$ cat config.mk
export PLATFORM = sky130hd
export DESIGN_NAME = ggqm_ram
export DESIGN_NICKNAME = d
export VERILOG_FILES = /design/src/rtl/assert_macros.svh /design/src/rtl/ggqm_ram.sv
export SDC_FILE = /design/constraint.sdc
export NUM_CORES = 2
export LEC_CHECK = 0
export ABC_AREA = 1
export BUFFER_PORTS_ARGS = -buffer_cell sky130_fd_sc_hd__clkbuf_2
export CAP_MARGIN = 20
export CELL_PAD_IN_SITES_DETAIL_PLACEMENT = 1
export CELL_PAD_IN_SITES_GLOBAL_PLACEMENT = 1
export CORE_MARGIN = 5
export CORE_UTILIZATION = 45
export CTS_BUF_LIST = sky130_fd_sc_hd__clkbuf_8
export CTS_CLUSTER_DIAMETER = 40
export DETAILED_ROUTE_END_ITERATION = 7
export PLACE_DENSITY = 0.68
export SYNTH_ARGS = -nofsm -noshare
export SYNTH_HDL_FRONTEND = slang
export SYNTH_SLANG_ARGS = --single-unit
$ cat constraint.sdc
create_clock -name clk -period 3.3 [get_ports clk]
set_input_delay 0.66 -clock clk [delete_from_list [all_inputs] [get_ports clk]]
set_output_delay 0.66 -clock clk [all_outputs]
set_load 0.01 [all_outputs]
$ cat src/rtl/assert_macros.svh
// assertion helpers for the rtl
`ifndef ASSERT_MACROS_SVH
`define ASSERT_MACROS_SVH

// clocked property, off while reset is asserted
`define GGQM_ASSERT(lbl, clk, rst_n, prop, msg) \
	lbl: assert property (@(posedge clk) disable iff (!rst_n) prop) else $error(msg);

// property checked from the first edge, reset included
`define GGQM_ASSERT_ALWAYS(lbl, clk, prop, msg) \
	lbl: assert property (@(posedge clk) prop) else $error(msg);

`endif

$ cat src/rtl/ggqm_ram.sv
// ----------------------------------------------------------------------------
// ggqm_ram
// generic single write, single read ram with registered read data
// ----------------------------------------------------------------------------
`timescale 1ns / 1ps
`default_nettype none

module ggqm_ram #(
	parameter int WIDTH = 8,
	parameter int DEPTH = 256
) (
	input  wire logic                     clk,
	input  wire logic                     we,
	input  wire logic [$clog2(DEPTH)-1:0] waddr,
	input  wire logic [WIDTH-1:0]         wdata,
	input  wire logic [$clog2(DEPTH)-1:0] raddr,
	output logic      [WIDTH-1:0]         rdata
);

	logic [WIDTH-1:0] mem [DEPTH];

	always_ff @(posedge clk) begin
		if (we) mem[waddr] <= wdata;
		rdata <= mem[raddr];
	end

endmodule

`default_nettype wire

; ---- After elaboration in Yosys (flattened, before gate mapping)
; Memory sizes are Yosys's and may differ from the RTL's. A register that Yosys moved wholly into a read port is not among the register bits.
; Index checks and enable logic that the tools add are counted.
[classes]
n_mul = 0
div = 0
eq_ne = 0
n_bitwise = 0
magnitude_cmp = 0
n_shift = 0
reduce_logical = 0
n_mux = 2
addsub = 0
[ops]
columns = operator, count
row1 = 1-bit two-way mux, 2
[word_totals]
inputBits = 26
out_inout_bits = 8
register_bits = 0
memories = 1
mem_bits_rw = 2048
wordCells = 3
rom_bits = 0
latch_bits = 0
[mem_list]
columns = memory, words, word_bits, rd, rd_clocked_by_memory_dff, write_ports, line_no
row1 = mem, 256, 8, 1, 1, 1, ggqm_ram.sv:20  ; logic [WIDTH-1:0] mem [DEPTH];

; ---- Logic depth before layout (Yosys ltp)
[logic_depth]
depth_word = 2
mapped_depth = 15
mapped_depth_nobuf = 11

; ---- Worst setup path before layout
; No wires, ideal clock.
[synth_timing]
path_kind = in2reg
startpoint = input port we
endpoint = memory mem[162][0] (enable)
required_ns = 2.930
cell_stages = 4
setup_slack_ns = 1.149
setup_ns = 0.370
path_buffers = 2
arrival_ns = 1.781
cell_sequence = clkbuf_1 > nand3_1 > clkbuf_1 > nor2_1
[synth_between]
elab_chain_len = 2
[synth_lines]
columns = element, line_no
row1 = "start, declared", ggqm_ram.sv:13  ; input wire logic we,
row2 = 1-bit two-way mux, ggqm_ram.sv:23  ; if (we) mem[waddr] <= wdata;
row3 = 1-bit two-way mux (not written as such), ggqm_ram.sv:23
row4 = "end, declared", ggqm_ram.sv:20
; Every way passes these cells.

; ---- Worst setup path in the final report
[layout_timing]
startpoint = register rdata[7] (read register of mem)
endpoint = output port rdata[7]
[layout_rtl]
columns = element, line_no
row1 = "start, declared", ggqm_ram.sv:17  ; output logic [WIDTH-1:0] rdata
; No word-level cell between the ends.

==> flow_metrics.tcl <==
set metrics [dict create \
    maxSlewHeadroom_pct 37.0 \
    ant_nets 0 \
    crit_family "flip-flops" \
    r2r_end "rdata[2]$_DFF_P_" \
    cap_viol_max_count 0 \
    clock_latency_ns 1.07 \
    mostFrequentLayoutCells "nand2_1 (2111), edfxtp_1 (2048), nand3_1 (2019), clkbuf_8 (376), buf_4 (350)" \
    row_count 158 \
    synth_area_um2 83400 \
    end_kind "output port" \
    crit_path_start_kind "register" \
    die_y_um 440 \
    hold_viol_final 0 \
    syn_inst 7003 \
    io_buffers 33 \
    gr-total-overflow 0 \
    yosys_warnings 0 \
    finClkSkew_ns 0.0856 \
    fp.coreArea_um2 185000 \
    via_per_inst 5.73 \
    ir_drop_mv 0.383 \
    cp.depth 1 \
    crit_start "rdata[7]$_DFF_P_" \
    p_total_uw 55200 \
    nets 7396 \
    vias 58058 \
    wl_mm 268 \
    power_density_nw_per_um2 577 \
    cp_max_fo 1 \
    seq_area_frac_synth_pct 73.9 \
    ff2ff_setup_slack_ns 0.98 \
    report.final.slew_viol_count 0 \
    max_freq_ghz 0.379 \
    rsz0062_at_grt "no" \
    dieArea_um2 194000 \
    place_hpwl_mm 163 \
    dpl.cell_count 9470 \
    syn_area_per_cell_um2 11.9 \
    crit_slowest_cell "dfxtp_1" \
    cp_data_arrival_time_ns 1.98 \
    status "completed" \
    grt_usage_pct 27.4 \
    cts_made_buffers 373 \
    holdPathStages 1 \
    setup_viol 0 \
    dr.pass1.iters 5 \
    crit-reg2reg-launch "mem[2][2]$_DFFE_PP_" \
    cts_tree "built" \
    grt_pass1_wl_mm 395 \
    final_cell_area_um2 95700 \
    power.leakage_uw 0.0342 \
    grt_max_degree 108 \
    worstHoldPathType "input pin to register" \
    io_pins 34 \
    placed_area_um2 88800 \
    post_cts_buffers 0 \
    fin_tns_setup_ns 0 \
    final_common_cell "nand2_1" \
    cts.clk_slew.worst_paths_ns 0.06 \
    reg2reg_depth 11 \
    crit_chain "clkbuf_2" \
    htreeDepth 5 \
    place.gp.congestion 0.861 \
    antenna_found_initial 12 \
    cts_root_buf "clkbuf_8" \
    yosysUniqueCellTypes 14 \
    cp-endpoint "rdata[7]" \
    grt_pass1_vias 60370 \
    max_stage_delay_ns 0.66 \
    initial_core_util_pct 45.1 \
    clock_path_buffers 4 \
    synthesis.nets 7029 \
    ys_seq_elements 2056 \
    die_w_um 440 \
    drive_gt1_share_pct 12.4 \
    timing_worst_setup_path_type "register to output port" \
    drt_iter0_drc 5310 \
    final.min_clock_period_ns 2.64 \
    crit_buf_inv 1 \
    final_cells 10127 \
    worstMarginPinSlew_ns 0.943 \
    cp_data_required_time_ns 2.64 \
    areaGrowthSynthToFinish_pct 14.7 \
    clock-sinks 2056 \
    post-route-period-util_pct 79.9 \
    wl_per_cell_um 26.5 \
    drcViolationCount 0 \
    final_util_pct 51.8 \
]
flip-flops by register name, indices dropped and copies added (netlist names):
signal / flops
rdata: 8
mem: 2048
stage by stage:
stage,setup WS (ns),hold slack (ns)
after detailed placement,0.0947,0.983
final,0.662,0.0866
after floorplan,1.15,0.759
after global routing,0.577,0.0324
after CTS,0.497,0.000470
after global placement,0.0851,0.988
cell families (layout without fill, tap and decap cells):
kind of cell	after synthesis	in the layout	share of synthesized area (%)
and+or+nand+nor	4425	4425	22.9
DFF	2056	2056	73.9
buffers and inverters	522	1160	3.12
other	0	6	0
worst min-delay path by stage:
stage	startpoint	endpoint	slack [ns]
6_report	wdata[0]	mem[118][0]$_DFFE_PP_	0.09
5_1_grt	wdata[0]	mem[118][0]$_DFFE_PP_	0.03
4_1_cts	wdata[0]	mem[118][0]$_DFFE_PP_	0.0005
3_5_place_dp	mem[127][6]$_DFFE_PP_	rdata[6]$_DFF_P_	0.98
3_3_place_gp	mem[126][6]$_DFFE_PP_	rdata[6]$_DFF_P_	0.99
2_1_floorplan	wdata[0]	mem[0][0]$_DFFE_PP_	0.76
synth_stat cells, drive strengths merged:
cell    count  area share [%]
nand2    2123             9.6
edfxtp   2048              74
nand3    2019              12
buf       371             2.4
nor2      283             1.3
clkbuf    112            0.50
inv        39            0.18
dfxtp       8            0.19
metal layers:
layer | track usage, % | vias up | routed length [um]
li1 | - | 25662 | -
met1 | 36.0 | 29641 | 108000
met2 | 44.4 | 2206 | 128000
met3 | 5.37 | 547 | 19800
met4 | 12.1 | 2 | 12400
met5 | 0 | - | 9
timing repair:
item	in CTS	in global routing
gates resized for setup	0	0
hold buffers	5	0
hold endpoints to repair	57	0
worst reg2reg max path: cells and delay by family (launching register included):
| family | cells | cell delay [ns] |
|---|---|---|
| DFF | 1 | 0.38 |
| buffers and inverters | 1 | 0.21 |
| and+or+nand+nor | 10 | 1.67 |
area by class of cell:
type	instances	area (um2)
Multi-Input combinational cell	4425	19200
Clock inverter	270	1650
Tap cell	2480	3100
Fill cell	19128	89200
Clock buffer	376	5170
Inverter	39	180
Antenna cell	6	15.0
Timing Repair Buffer	475	4720
Sequential cell	2056	61700
report_power, final:
group | internal (uW) | total (uW) | switching, uW
logic | 945 | 3680 | 2730
clock network | 12000 | 22600 | 10600
registers | 28800 | 28800 | 47.9
total | 41700 | 55200 | 13400
Power figures use the tool's default switching activity.
