**config.mk**
```make
export PLATFORM = sky130hd
export DESIGN_NAME = ggqm_cfg
export DESIGN_NICKNAME = d
export VERILOG_FILES = /design/src/rtl/assert_macros.svh /design/src/rtl/ggqm_pkg.sv /design/src/rtl/ggqm_cfg.sv
export SDC_FILE = /design/constraint.sdc
export NUM_CORES = 1
export LEC_CHECK = 0
export ABC_AREA = 1
export BUFFER_PORTS_ARGS = -buffer_cell sky130_fd_sc_hd__buf_2
export CORE_MARGIN = 4
export CORE_UTILIZATION = 53
export DETAILED_ROUTE_END_ITERATION = 8
export PLACE_DENSITY_LB_ADDON = 0.05
export SYNTH_ARGS = -nofsm -noshare
export SYNTH_HDL_FRONTEND = slang
export SYNTH_SLANG_ARGS = --single-unit
```
**constraint.sdc**
```tcl
create_clock -name clk -period 1.63 [get_ports clk]
set_input_delay 0.2445 -clock clk [delete_from_list [all_inputs] [get_ports clk]]
set_output_delay 0.2445 -clock clk [all_outputs]
set_load 0.05 [all_outputs]
```
**src/rtl/assert_macros.svh**
```systemverilog
// assertion helpers for the rtl
`ifndef ASSERT_MACROS_SVH
`define ASSERT_MACROS_SVH

// clocked property, off while reset is asserted
`define GGQM_ASSERT(lbl, clk, rst_n, prop, msg) \
	lbl: assert property (@(posedge clk) disable iff (!rst_n) prop) else $error(msg);

// property checked from the first edge, reset included
`define GGQM_ASSERT_ALWAYS(lbl, clk, prop, msg) \
	lbl: assert property (@(posedge clk) prop) else $error(msg);

`endif

```
**src/rtl/ggqm_pkg.sv**
```systemverilog
// ----------------------------------------------------------------------------
// ggqm_pkg
// types, constants and helpers of the greedy quad mesher
// ----------------------------------------------------------------------------
`timescale 1ns / 1ps
`default_nettype none

package ggqm_pkg;

	localparam int GRID_SIDE = 64;
	localparam int IDX_W     = $clog2(GRID_SIDE);
	localparam int CELLS     = GRID_SIDE * GRID_SIDE;
	localparam int CNT_W     = $clog2(GRID_SIDE + 1);
	localparam int RUN_W     = 7;
	localparam int FRAC_BITS = 16;
	localparam int TS_W      = 31;
	localparam int MUL_N_W   = 8;
	localparam int PROD_W    = TS_W + MUL_N_W;
	localparam int SUM_W     = PROD_W + 2;

	localparam logic [TS_W-1:0] TILE_RESET = TS_W'(1) << FRAC_BITS;
	localparam logic [5:0]      SIDE_RESET = 6'd32;

	localparam logic signed [SUM_W-1:0] SAT_MAX = SUM_W'(64'sd2147483647);
	localparam logic signed [SUM_W-1:0] SAT_MIN = SUM_W'(-64'sd2147483648);

	typedef enum logic [2:0] {
		REG_TILE_X    = 3'd0,
		REG_TILE_Y    = 3'd1,
		REG_TILE_Z    = 3'd2,
		REG_MARGIN    = 3'd3,
		REG_ORIGIN_X  = 3'd4,
		REG_ORIGIN_Y  = 3'd5,
		REG_SIDE_MASK = 3'd6
	} reg_idx_t;

	typedef enum logic {
		OP_LOAD = 1'b0,
		OP_QUAD = 1'b1
	} op_t;

	typedef enum logic [1:0] {
		KIND_STATUS = 2'd0,
		KIND_TRI    = 2'd1,
		KIND_EMPTY  = 2'd2,
		KIND_DONE   = 2'd3
	} kind_t;

	typedef enum logic [3:0] {
		ST_IDLE,
		ST_BUILD_RD,
		ST_BUILD_WR,
		ST_STATUS,
		ST_SCAN,
		ST_SCAN_D,
		ST_SCAN_N,
		ST_CLEAR,
		ST_CORNER_M,
		ST_CORNER_A,
		ST_EMIT,
		ST_DONE
	} state_t;

	typedef struct packed {
		logic             operation;
		logic [IDX_W-1:0] cell_x;
		logic [IDX_W-1:0] cell_y;
		logic             cell_filled;
		logic             last_cell;
	} cmd_t;

	typedef struct packed {
		logic [1:0]         kind;
		logic               tri_needed;
		logic signed [31:0] a_x;
		logic signed [31:0] a_y;
		logic signed [31:0] a_z;
		logic signed [31:0] b_x;
		logic signed [31:0] b_y;
		logic signed [31:0] b_z;
		logic signed [31:0] c_x;
		logic signed [31:0] c_y;
		logic signed [31:0] c_z;
		logic               last;
	} res_t;

	typedef struct packed {
		logic [TS_W-1:0]    tile_size_x;
		logic [TS_W-1:0]    tile_size_y;
		logic [TS_W-1:0]    tile_size_z;
		logic [TS_W-1:0]    margin;
		logic signed [31:0] origin_x;
		logic signed [31:0] origin_y;
		logic [5:0]         side_mask;
	} cfg_t;

	// box corner codes: bit0 x high, bit1 y high, bit2 z high
	localparam logic [2:0] SIDE_TRIS [6][6] = '{
		'{3'd0, 3'd4, 3'd6, 3'd0, 3'd6, 3'd2},
		'{3'd1, 3'd3, 3'd7, 3'd1, 3'd7, 3'd5},
		'{3'd0, 3'd1, 3'd5, 3'd0, 3'd5, 3'd4},
		'{3'd2, 3'd6, 3'd7, 3'd2, 3'd7, 3'd3},
		'{3'd0, 3'd2, 3'd3, 3'd0, 3'd3, 3'd1},
		'{3'd4, 3'd5, 3'd7, 3'd4, 3'd7, 3'd6}
	};

	function automatic logic [2:0] side_corner(logic [2:0] s, logic t, logic [1:0] k);
		logic [2:0] pos;
		pos = t ? (3'd3 + {1'b0, k}) : {1'b0, k};
		return SIDE_TRIS[s][pos];
	endfunction

	function automatic logic signed [31:0] sat32(logic signed [SUM_W-1:0] v);
		logic signed [SUM_W-1:0] c;
		c = v;
		if (v > SAT_MAX) c = SAT_MAX;
		else if (v < SAT_MIN) c = SAT_MIN;
		return c[31:0];
	endfunction

endpackage

`default_nettype wire

```
**src/rtl/ggqm_cfg.sv**
```systemverilog
// ----------------------------------------------------------------------------
// ggqm_cfg
// apb register file for tile sizes, margin, origin and side mask
// ----------------------------------------------------------------------------
`timescale 1ns / 1ps
`default_nettype none

module ggqm_cfg (
	input  wire logic          clk,
	input  wire logic          arst_n,
	input  wire logic          psel,
	input  wire logic          penable,
	input  wire logic          pwrite,
	input  wire logic [4:0]    paddr,
	input  wire logic [31:0]   pwdata,
	output logic      [31:0]   prdata,
	output logic               pready,
	output ggqm_pkg::cfg_t     cfg
);
	import ggqm_pkg::*;

	cfg_t     cfg_q;
	reg_idx_t idx;
	logic     wr;

	assign idx    = reg_idx_t'(paddr[4:2]);
	assign wr     = psel & penable & pwrite;
	assign pready = 1'b1;
	assign cfg    = cfg_q;

	always_ff @(posedge clk or negedge arst_n) begin
		if (!arst_n) begin
			cfg_q.tile_size_x <= TILE_RESET;
			cfg_q.tile_size_y <= TILE_RESET;
			cfg_q.tile_size_z <= TILE_RESET;
			cfg_q.margin      <= '0;
			cfg_q.origin_x    <= '0;
			cfg_q.origin_y    <= '0;
			cfg_q.side_mask   <= SIDE_RESET;
		end else if (wr) begin
			unique case (idx)
				REG_TILE_X:    cfg_q.tile_size_x <= pwdata[TS_W-1:0];
				REG_TILE_Y:    cfg_q.tile_size_y <= pwdata[TS_W-1:0];
				REG_TILE_Z:    cfg_q.tile_size_z <= pwdata[TS_W-1:0];
				REG_MARGIN:    cfg_q.margin      <= pwdata[TS_W-1:0];
				REG_ORIGIN_X:  cfg_q.origin_x    <= pwdata;
				REG_ORIGIN_Y:  cfg_q.origin_y    <= pwdata;
				REG_SIDE_MASK: cfg_q.side_mask   <= pwdata[5:0];
				default: ;
			endcase
		end
	end

	always_comb begin
		unique case (idx)
			REG_TILE_X:    prdata = {1'b0, cfg_q.tile_size_x};
			REG_TILE_Y:    prdata = {1'b0, cfg_q.tile_size_y};
			REG_TILE_Z:    prdata = {1'b0, cfg_q.tile_size_z};
			REG_MARGIN:    prdata = {1'b0, cfg_q.margin};
			REG_ORIGIN_X:  prdata = cfg_q.origin_x;
			REG_ORIGIN_Y:  prdata = cfg_q.origin_y;
			REG_SIDE_MASK: prdata = {26'd0, cfg_q.side_mask};
			default:       prdata = '0;
		endcase
	end

endmodule

`default_nettype wire

```
# --- Word-level counts from Yosys, hierarchy flattened ---
# Cells that the tools add are included.
op_classes:
  eq_ne: 6
  n_mux: 1
  bitwise_logic: 2
  n_reduce_logical: 8
ops:
  columns: ["op", "n"]
  rows:
  - ["one-hot mux 32 bit (7 select lines)", 1]
  - ["AND reduction 2 bit", 7]
  - ["equality test 3 bit, second input constant", 3]
  - ["equality test 3 x 2 -> 1 bit, second input constant", 2]
  - ["equality test 3 x 1 -> 1 bit, second input constant", 1]
  - ["logical NOT 3 bit", 1]
  - ["AND 1 bit", 2]
word_totals:
  ff_bits: 194
  inputBits: 42
  out_inout_bits: 227
  elab_cells: 24

# --- Depth between registers and ports, before layout ---
logic_depth:
  ltp_word: 3
  depth_mapped: 8
  depth_no_buf: 5

# --- Least setup slack after synthesis ---
# OpenSTA, ideal clock, no wires.
synth_timing:
  kind: "input -> output"
  start: "input port paddr[3]"
  end: "output port prdata[31]"
  arrival_ns: 1.658
  path_slack_ns: -0.272
  stages: 5
  path_buffers: 2
  cell_sequence: "buf_2 -> nor2_4 -> nand2_2 -> clkbuf_1 -> o22ai_1"
synth_between:
  elab_chain_cells: 2
synth_lines:
  columns: ["element", "line", "source"]
  rows:
  - ["from (decl)", "ggqm_cfg.sv:14", "input wire logic [4:0] paddr,"]
  - ["equality test 3 bit (tied with other cells)", "ggqm_cfg.sv:55", "unique case (idx)"]
  - ["one-hot mux 32 bit (7 select lines) *", "ggqm_cfg.sv:55", null]
  - ["to (decl)", "ggqm_cfg.sv:16", "output logic [31:0] prdata,"]
# Mark *: on every way between the ends. The rest lies on a longest branch, timed or not.

# --- Worst setup path after layout ---
layout_timing:
  start: "register cfg_q, in the netlist cfg[148]"
  end: "output port prdata[16]"
layout_between:
  elab_chain_cells: 1
layout_lines:
  columns: ["element", "line", "source"]
  rows:
  - ["from (decl)", "ggqm_cfg.sv:22", "cfg_t cfg_q;"]
  - ["one-hot mux 32 bit (7 select lines)", "ggqm_cfg.sv:55", null]
# No other way between the ends.

==> impl_metrics.env <==
export IMPL_hold_path_end="cfg[69]"
export IMPL_overflow=0
export IMPL_antenna_cells=0
export IMPL_num_rows=48
export IMPL_utilization_pct=75.7
export IMPL_finalClockSkew_ps=0
export IMPL_ant_nets=0
export IMPL_synth_nets=1293
export IMPL_hpwl_um=23000
export IMPL_synthCells=1251
export IMPL_clk_pin_slew_ps=70
export IMPL_wire_per_inst_um=19.8
export IMPL_p_int_w=0.0102
export IMPL_seqCellArea_mm2=0.00486
export IMPL_synth_seq_cells=194
export IMPL_pwr_share_seq_pct=34.6
export IMPL_wl_um=35800
export IMPL_die_w_um=142
export IMPL_drt_first_iter_violations=1059
export IMPL_largest_reg_flops=194
export IMPL_crit_fanout=2
export IMPL_max_clock_freq_ghz=0.600
export IMPL_holdCritPathClass="in2reg"
export IMPL_grt_pass1_vias=9617
export IMPL_layout_common_cells="422 x nand2_1, 230 x buf_2, 205 x o21ai_0"
export IMPL_outcome="finished with violations"
export IMPL_clockBufferDepth=2
export IMPL_ios=269
export IMPL_nNetsFinal=1614
export IMPL_port_buffers=265
export IMPL_holdPathStages=3
export IMPL_synth_avg_cell_area_um2=7.64
export IMPL_hold_ws_ps=36.5
export IMPL_htree_levels=4
export IMPL_antenna_found_initial=0
export IMPL_crit_chain="inv_2 -> o21ai_2 -> inv_1 -> nand2_2 -> buf_8"
export IMPL_power_leakage_nw=7.15
export IMPL_first_pass_iters=5
export IMPL_fin_crit_sh_pct=102
export IMPL_yosysSeqAreaShare_pct=50.8
export IMPL_clock_root_buffer="clkbuf_16"
export IMPL_cts_buffers=17
export IMPL_setup_viol=4
export IMPL_p_sw_w=0.00851
export IMPL_final_hold_violation_count=0
export IMPL_slowest_delay_ps=550
export IMPL_start_kind="flip-flop"
export IMPL_hp_start="pwdata[31]"
export IMPL_drv_cap=0
export IMPL_cpMaxStageDelayCell="dfstp_2"
export IMPL_rsz0062_at_grt="true"
export IMPL_pwr_share_clk_pct=23.9
export IMPL_grt_use_total_pct=33.9
export IMPL_cp_end_kind="primary output"
export IMPL_n_fill_cell=1322
export IMPL_synthToLayoutAreaGrowth_pct=38.4
export IMPL_synth_top_cell_area_share_pct=49.7
export IMPL_coreArea_mm2=0.0175
export IMPL_ys_warn_count=0
export IMPL_crit_reg2reg_capture="cfg[88]"
export IMPL_rr_startpoint="cfg[88]"
export IMPL_p_sw_share_pct=45.5
export IMPL_final_common_cell="nand2_1"
export IMPL_place_congestion=0.909
export IMPL_cp_arrival_ps=1420
export IMPL_required_ps=1390
export IMPL_worst_slack_ps=-36.1
export IMPL_reg2reg_depth=4
export IMPL_vias=10617
export IMPL_min_period_ps=1670
export IMPL_tns_ps=-70.8
export IMPL_combPwrFrac_pct=41.5
export IMPL_multi_input_comb_area_mm2=0.00424
export IMPL_initial_utilization_pct=54.7
export IMPL_irDropWorstVdd_v=0.000899
export IMPL_post_route_drc_count=0
export IMPL_worst_setup_path_type="reg2out"
export IMPL_clkSinkCount=194
export IMPL_synth_area_mm2=0.00956
export IMPL_vias_per_cell=5.87
export IMPL_cts_tree="yes"
export IMPL_synth_area_top_cells="dfrtp_1 50%, nand2_1 18%, o21ai_0 11%"
export IMPL_dieArea_mm2=0.0203
export IMPL_regToRegSetupSlack_ps=650
export IMPL_die_h_um=142
export IMPL_power_density_mw_per_mm2=1410
export IMPL_grt_pass1_wl_um=54200
export IMPL_slew_violations=0
export IMPL_clk_latency_ps=440
export IMPL_violations="setup timing"
export IMPL_drive_above_1_share_pct=32.9
export IMPL_synth_top_cell_by_area="dfrtp_1"
export IMPL_grt_max_degree=39
export IMPL_ys_types=21
==> Yosys cell counts, drive strengths merged <==
master,number
nand2,455
o21ai,215
dfrtp,190
nand4,99
nand3,67
inv,58
nor2,54
buf,53
clkbuf,51
dfstp,4
o21a,3
conb,1
o22ai,1
==> power groups by stage <==
stage	logic, W	registers [W]	clock network, W
floorplan	0.00172	0.00975	0
global placement	0.00685	0.00654	0
detailed placement	0.00694	0.00656	0
CTS	0.00725	0.00644	0.00448
global route	0.00815	0.00655	0.00470
finish	0.00776	0.00645	0.00446
==> cell type report <==
class / instances / share of cell area (%)
sequential: 194 / 36.7
timing repair buffer: 406 / 22.7
clock inverter: 15 / 1.47
tap: 225 / 2.13
clock buffer: 17 / 3.21
inverter: 58 / 1.68
multi-input combinational: 895 / 32.1
==> worst max-delay path: cells and delay by family (launching register included) <==
kind	cells	cell delay, ps
AOI/OAI and AO/OA	1	110
DFF	1	550
and+or+nand+nor	1	80
buffers and inverters	3	250
==> layer usage <==
metal / vias to the layer above / part of all wire [%] / global-route usage [%]
li1: 4769 / - / -
met1: 5031 / 38 / 46.8
met2: 706 / 47 / 54.0
met3: 111 / 11 / 6.79
met4: 0 / 3.3 / 11.7
met5: - / 0 / 0
==> cell families after synthesis <==
family,synth area share [%]
flops,50.8
compound gates,11.6
simple gates,30.4
other cells,0.0392
buf+inv,7.20
==> per-stage QoR <==
stage	cell area, µm²	cells	total power [W]	setup slack (ps)
final	13200	1810	0.0187	-36.1
after global routing	13200	1810	0.0194	-76.1
after CTS	12600	1763	0.0182	-49.8
after detailed placement	11700	1711	0.0135	-51.0
after global placement	11700	1711	0.0134	-49.2
after floorplan	9650	1251	0.0115	25.9
==> what timing repair did <==
action	in CTS	in global routing
hold buffers	1	0
resized for setup	51	81
pin swaps	7	42
gates cloned	0	2
hold endpoints to repair	30	0
setup buffers	19	45
endpoints found under the setup margin	28	32
==> how the worst max path moves through the flow <==
| stage | to | slack, ps | cells after the start | startpoint |
|---|---|---|---|---|
| floorplan | prdata[31] | 30 | 5 | paddr[3] |
| global placement | prdata[28] | -50 | 8 | paddr[3] |
| detailed placement | prdata[14] | -50 | 7 | paddr[4] |
| CTS | prdata[16] | -50 | 5 | cfg[117] |
| global route | prdata[6] | -80 | 5 | cfg[76] |
| finish | prdata[16] | -40 | 5 | cfg[148] |
No activity file was read; power rests on OpenSTA's default activity.
